===== src/sv/vgrt_pkg.sv =====
`default_nettype none
// ---------------------------------------------------------------------------
// vgrt_pkg
// Shared types, constants and fixed-point helpers for the voxel ray core.
// ---------------------------------------------------------------------------
package vgrt_pkg;

   typedef logic signed [63:0] wide_type;

   localparam logic [1:0] FUNC_WRITE   = 2'd0;
   localparam logic [1:0] FUNC_NEAREST = 2'd1;
   localparam logic [1:0] FUNC_OCCLUDE = 2'd2;

   localparam logic [1:0] AXIS_X = 2'd0;
   localparam logic [1:0] AXIS_Y = 2'd1;
   localparam logic [1:0] AXIS_Z = 2'd2;

   localparam int       FRAC_BITS   = 24;
   localparam wide_type ONE_Q       = 64'sd16777216;
   localparam wide_type RAY_NUDGE   = 64'sd1678;
   localparam wide_type SETUP_NUDGE = 64'sd839;
   localparam wide_type T_INF       = 64'sh4000_0000_0000_0000;
   localparam wide_type TD_NUM      = 64'sh0001_0000_0000_0000;
   localparam logic [31:0] MISS_DIST = 32'h7FFF_FFFF;

   typedef struct packed {
      logic [1:0]         func;
      logic [5:0]         voxel_x;
      logic [5:0]         voxel_y;
      logic [5:0]         voxel_z;
      logic [15:0]        material_key;
      logic signed [31:0] origin_x;
      logic signed [31:0] origin_y;
      logic signed [31:0] origin_z;
      logic signed [31:0] direction_x;
      logic signed [31:0] direction_y;
      logic signed [31:0] direction_z;
      logic signed [31:0] max_distance;
   } req_type;

   typedef struct packed {
      logic               hit;
      logic signed [31:0] hit_distance;
      logic [15:0]        voxel_key;
      logic [1:0]         hit_axis;
      logic               started_inside;
   } rsp_type;

   typedef struct packed {
      logic     start;
      logic     is_div;
      wide_type a;
      wide_type b;
   } md_req_type;

   typedef struct packed {
      logic     busy;
      logic     done;
      wide_type result;
   } md_sts_type;

   function automatic wide_type sext32(input logic signed [31:0] v);
      return {{32{v[31]}}, v};
   endfunction

   // floor of v / 2^24
   function automatic wide_type shr24(input wide_type v);
      return v >>> FRAC_BITS;
   endfunction

   // ceiling of v / 2^24
   function automatic wide_type ceil24(input wide_type v);
      return -((-v) >>> FRAC_BITS);
   endfunction

   function automatic logic [31:0] sat32(input wide_type v);
      if (v > 64'sd2147483647) begin
         return 32'h7FFF_FFFF;
      end
      if (v < -64'sd2147483648) begin
         return 32'h8000_0000;
      end
      return v[31:0];
   endfunction

endpackage
`default_nettype wire


===== src/sv/vgrt_muldiv.sv =====
`default_nettype none
// ---------------------------------------------------------------------------
// vgrt_muldiv
// Shared bit-serial unit: 64x32 signed multiply (32 steps, low 64 bits kept)
// and 64-bit signed divide truncating toward zero (64 steps).
// ---------------------------------------------------------------------------
module vgrt_muldiv (
   input  wire logic                 clock,
   input  wire logic                 reset,
   input  wire vgrt_pkg::md_req_type md_req,
   output vgrt_pkg::md_sts_type      md_sts
);
   import vgrt_pkg::*;

   logic       busy_ff;
   logic       done_ff;
   logic       is_div_ff;
   logic       neg_ff;
   logic [5:0] cnt_ff;
   logic [63:0] acc_ff;
   logic [63:0] x_ff;
   logic [63:0] y_ff;

   logic [64:0] rem_sh;
   logic [64:0] rem_sub;
   logic        fits;
   logic        last;
   logic [63:0] addend;
   logic [63:0] abs_a;
   logic [63:0] abs_b;

   always_comb begin
      rem_sh  = {acc_ff, x_ff[63]};
      fits    = rem_sh >= {1'b0, y_ff};
      rem_sub = rem_sh - {1'b0, y_ff};
      last    = is_div_ff ? (cnt_ff == 6'd63) : (cnt_ff == 6'd31);
      // top multiplier bit carries negative weight
      addend  = (cnt_ff == 6'd31) ? (~x_ff + 64'd1) : x_ff;
      abs_a   = md_req.a[63] ? (~md_req.a + 64'd1) : md_req.a;
      abs_b   = md_req.b[63] ? (~md_req.b + 64'd1) : md_req.b;
   end

   always_ff @(posedge clock) begin
      if (reset) begin
         busy_ff <= 1'b0;
         done_ff <= 1'b0;
      end else begin
         done_ff <= 1'b0;
         if (md_req.start) begin
            busy_ff   <= 1'b1;
            cnt_ff    <= 6'd0;
            is_div_ff <= md_req.is_div;
            acc_ff    <= 64'd0;
            if (md_req.is_div) begin
               x_ff   <= abs_a;
               y_ff   <= abs_b;
               neg_ff <= md_req.a[63] ^ md_req.b[63];
            end else begin
               x_ff   <= md_req.a;
               y_ff   <= {32'd0, md_req.b[31:0]};
               neg_ff <= 1'b0;
            end
         end else if (busy_ff) begin
            cnt_ff <= cnt_ff + 6'd1;
            if (is_div_ff) begin
               acc_ff <= fits ? rem_sub[63:0] : rem_sh[63:0];
               x_ff   <= {x_ff[62:0], fits};
            end else begin
               if (y_ff[0]) begin
                  acc_ff <= acc_ff + addend;
               end
               x_ff <= {x_ff[62:0], 1'b0};
               y_ff <= {1'b0, y_ff[63:1]};
            end
            if (last) begin
               busy_ff <= 1'b0;
               done_ff <= 1'b1;
            end
         end
      end
   end

   always_comb begin
      md_sts.busy   = busy_ff;
      md_sts.done   = done_ff;
      md_sts.result = is_div_ff ? (neg_ff ? -signed'(x_ff) : signed'(x_ff))
                                : signed'(acc_ff);
   end

endmodule
`default_nettype wire


===== config.mk =====
export PLATFORM = sky130hd
export DESIGN_NAME = vgrt_muldiv
export DESIGN_NICKNAME = d
export VERILOG_FILES = /design/src/sv/vgrt_pkg.sv /design/src/sv/vgrt_muldiv.sv
export SDC_FILE = /design/constraint.sdc
export NUM_CORES = 1
export LEC_CHECK = 0
export ABC_AREA = 0
export BUFFER_PORTS_ARGS = -buffer_cell sky130_fd_sc_hd__buf_2
export CORE_ASPECT_RATIO = 1.4
export CORE_UTILIZATION = 56
export DETAILED_ROUTE_END_ITERATION = 12
export PLACE_DENSITY = 0.76
export SLEW_MARGIN = 10
export SYNTH_ARGS = -nofsm -noshare
export SYNTH_HDL_FRONTEND = slang
export SYNTH_SLANG_ARGS = --single-unit

===== constraint.sdc =====
create_clock -name clock -period 6.2 [get_ports clock]
set_input_delay 1.24 -clock clock [delete_from_list [all_inputs] [get_ports clock]]
set_output_delay 1.24 -clock clock [all_outputs]
set_load 0.005 [all_outputs]

==> impl_metrics.json <==
{
  "slew_viol_final": 0,
  "postSynthRegisterBits": 202,
  "numClockSinks": 202,
  "critical_path_arrival_ns": 6.18,
  "run_status": "completed",
  "nets_finish": 3189,
  "synth_warnings": 0,
  "first_global_vias": 19300,
  "crit_path_start_kind": "register",
  "ys_dominant_reg_cell": "sky130_fd_sc_hd__edfxtp_1",
  "final_cells": 3451,
  "power.density_mw_per_mm2": 222,
  "grt_antenna_before_repair": 0,
  "vdd_ir_drop_max_mv": 0.178,
  "clock.fmax_mhz": 169,
  "placeableCoreArea_sq_mm": 0.0387,
  "critical-path-top-cell-by-count": "sky130_fd_sc_hd__or3_1",
  "grt_first_pass_wirelength_mm": 102,
  "post-route-util_pct": 62.7,
  "synth_cell_type_count": 72,
  "ant_nets": 0,
  "initial_core_utilization_pct": 57.2,
  "r2r.worst_path.cells": 19,
  "reg2reg_to": "acc_ff[57]$_SDFFCE_PP0P_",
  "fin_crit_sh_pct": 95.6,
  "dieHeight_microns": 237,
  "hold_removal_path_class": "register to register",
  "cts-root-to-sink-buffers": 3,
  "clock_insertion_delay_worst_skew_ns": 0.54,
  "wirelength_mm": 65.0,
  "worst_setup_path_end_kind": "register",
  "wl_per_cell_microns": 18.8,
  "setup_viol": 0,
  "data_required_time_at_the_worst_endpoint_ns": 6.45,
  "ff2ff_setup_slack_ns": 0.28,
  "synthesis.instances": 2822,
  "die_area_sq_mm": 0.0403,
  "syn2layout_area_growth_pct": 9.68,
  "async_reset_ff_share_pct": 0,
  "gr-total-overflow": 0,
  "clk_transition_reported_paths_ns": 0.07,
  "regToRegStartpoint": "x_ff[15]$_DFFE_PP_",
  "vias_per_cell": 6.06,
  "routabilityCongestion": 0.947,
  "drt_first_iter_violations": 1788,
  "ctsRootBufferMaster": "sky130_fd_sc_hd__clkbuf_16",
  "final_sum_of_negative_setup_slack_ns": 0,
  "vias": 20900,
  "timing_worst_slew_pin_value_ns": 1.03,
  "power_leakage_nw": 10.0,
  "floorplan.rows": 85,
  "synth_enable_flop_cells": 200,
  "die_width_microns": 170,
  "htree_num_levels": 1,
  "critical_path.max_fanout": 6,
  "grt_use_total_pct": 31.7,
  "crit_chain": "or4_4, nand3b_1, or4_4, or3_1, buf_4, or3_1, nand2_1, xnor2_1, ha_1, a211oi_1, o31ai_1, a221o_1, nor4_2, o31ai_1, a211oi_1, o21ai_1, a221oi_1, or3_1, o211ai_1",
  "layout_min_cycle_time_ns": 5.92,
  "tritoncts": "yes",
  "antenna_cells_inserted": 0,
  "cp-endpoint": "acc_ff[57]$_SDFFCE_PP0P_",
  "final_area_sq_mm": 0.0243,
  "timing.final.hold_violations": 0,
  "timing.hold.worst_path_depth": 2,
  "grt_start_max_net_pins": 114,
  "synth.cell_area_sq_mm": 0.0221,
  "synth_sequential_area_ratio_pct": 27.3,
  "dpl.cell_count": 3410,
  "critPathMaxStageDelay_ns": 0.56,
  "numPortBuffers": 197,
  "syn_avg_cell_area_sq_um": 7.84,
  "crit_path_start": "x_ff[15]$_DFFE_PP_",
  "standard_cell_with_the_maximum_stage_delay_on_the_critical_path": "sky130_fd_sc_hd__or4_4",
  "dp.final_hpwl_mm": 51.0,
  "timing.setup.critical_path_class": "register to register",
  "ios": 198,
  "grt_setup_unrepaired": "no",
  "worst_clock_skew_ns": 0.0104,
  "firstDrtPassIters": 6,
  "remaining_drc_errors": 0,
  "cts-buffers-inserted": 22,
  "max_capacitance_violation_count": 0,
  "share_of_cells_above_drive_strength_1_pct": 11.0,
  "postSynthNetCount": 3098,
  "placed_cell_area_sq_mm": 0.0235,
  "relSlewSlack_pct": 31.1
}
## area by class of cell
class	count	area, sq um
clock inverter	16	168
clock buffer	24	579
fill	3542	14400
inverter	123	462
multi-input combinational	2328	15100
sequential	202	6050
timing repair buffer	236	1300
tap	522	653
## kinds of logic after synthesis
group / after synthesis / synth area share, %
AO/OA/AOI/OAI: 903 / 25.0
AND/OR/NAND/NOR: 884 / 18.5
XOR/XNOR: 361 / 14.3
buffers and inverters: 292 / 5.03
flip-flops: 202 / 27.3
adder cells (fa/ha/maj): 144 / 8.21
multiplexers: 36 / 1.66
## critical path, delay by kind of cell (launching register included)
| family | cells | cell delay [ns] |
|---|---|---|
| simple gates | 8 | 2.65 |
| compound gates | 8 | 1.95 |
| flops | 1 | 0.39 |
| fa+ha+maj | 1 | 0.32 |
| buf+inv | 1 | 0.17 |
| xor+xnor | 1 | 0.15 |
## worst min-delay path by stage
stage | start | to | slack, ns
final | busy_ff$_SDFF_PP0_ | done_ff$_SDFF_PP0_ | 0.47
after global routing | busy_ff$_SDFF_PP0_ | done_ff$_SDFF_PP0_ | 0.48
after CTS | busy_ff$_SDFF_PP0_ | done_ff$_SDFF_PP0_ | 0.47
after detailed placement | busy_ff$_SDFF_PP0_ | done_ff$_SDFF_PP0_ | 0.46
after global placement | busy_ff$_SDFF_PP0_ | done_ff$_SDFF_PP0_ | 0.45
after floorplan | busy_ff$_SDFF_PP0_ | done_ff$_SDFF_PP0_ | 0.43
## synth_stat cells (all sizes together) (18+ instances only)
cell type	number	area (sq um)
a21oi	347	1740
nor2	336	1260
nand2	239	897
edfxtp	200	6010
xor2	185	1620
xnor2	176	1540
o21ai	162	811
clkbuf	158	593
ha	142	1780
inv	123	462
a21o	103	773
nor3	48	245
o31ai	47	372
o22ai	44	275
a211oi	42	315
nand3	42	210
nand4	37	231
or3	32	210
mux2i	30	300
nand2b	26	163
a31oi	25	156
nor2b	24	150
or4	23	184
o21bai	22	165
o211ai	20	150
o21a	18	135
## cells in the final DEF, fill, tap and decap left out, types with 18 or more instances in the layout
master,count
sky130_fd_sc_hd__xor2_1,185
sky130_fd_sc_hd__or3_1,29
sky130_fd_sc_hd__a211oi_1,42
sky130_fd_sc_hd__nand3_1,42
sky130_fd_sc_hd__nand4_1,37
sky130_fd_sc_hd__clkbuf_16,23
sky130_fd_sc_hd__edfxtp_1,200
sky130_fd_sc_hd__buf_2,196
sky130_fd_sc_hd__mux2i_1,30
sky130_fd_sc_hd__ha_1,142
sky130_fd_sc_hd__or4_1,18
sky130_fd_sc_hd__o21ai_0,158
sky130_fd_sc_hd__nand2b_1,26
sky130_fd_sc_hd__buf_4,38
sky130_fd_sc_hd__nor3_1,47
sky130_fd_sc_hd__nand2_1,239
sky130_fd_sc_hd__inv_1,122
sky130_fd_sc_hd__o31ai_1,45
sky130_fd_sc_hd__nor2_1,333
sky130_fd_sc_hd__o21bai_1,22
sky130_fd_sc_hd__nor2b_1,24
sky130_fd_sc_hd__o211ai_1,20
sky130_fd_sc_hd__a21oi_1,347
sky130_fd_sc_hd__a21o_1,103
sky130_fd_sc_hd__xnor2_1,176
sky130_fd_sc_hd__a31oi_1,25
sky130_fd_sc_hd__o22ai_1,44
sky130_fd_sc_hd__o21a_1,18
## where the power goes
part           total [mW]  internal (mW)  switching, mW
Sequential           1.82           1.66          0.156
Combinational        2.18          0.890           1.29
Clock                1.41          0.805          0.601
Total                5.40           3.35           2.04
## flip-flops by register name, summed over array words and instances (netlist names)
register,flops
acc_ff,64
busy_ff,1
cnt_ff,6
done_ff,1
is_div_ff,1
neg_ff,1
x_ff,64
y_ff,64
## per-layer routing
layer	GRT usage, %	vias up	part of all wire, %	wire [microns]
li1	-	10400	-	-
met1	45.5	9710	46	30100
met2	49.3	715	44	28600
met3	2.58	98	6.0	3920
met4	12.3	0	3.6	2350
met5	0	-	0	0
## repair_timing
item / in CTS / in global routing
hold buffers: 0 / 0
setup buffers: 0 / 1
pin swaps: 0 / 6
gates resized for setup: 1 / 16
gates cloned: 0 / 0
setup endpoints to repair: 1 / 7
## stage by stage
step,power [mW],setup slack [ns],hold slack (ns)
after floorplan,3.35,0.419,0.427
after global placement,3.92,0.164,0.453
after detailed placement,3.95,-0.0212,0.458
after CTS,5.36,0.0132,0.474
after global routing,5.68,0.00967,0.482
final,5.40,0.276,0.474
(Power assumes the default switching activity.)
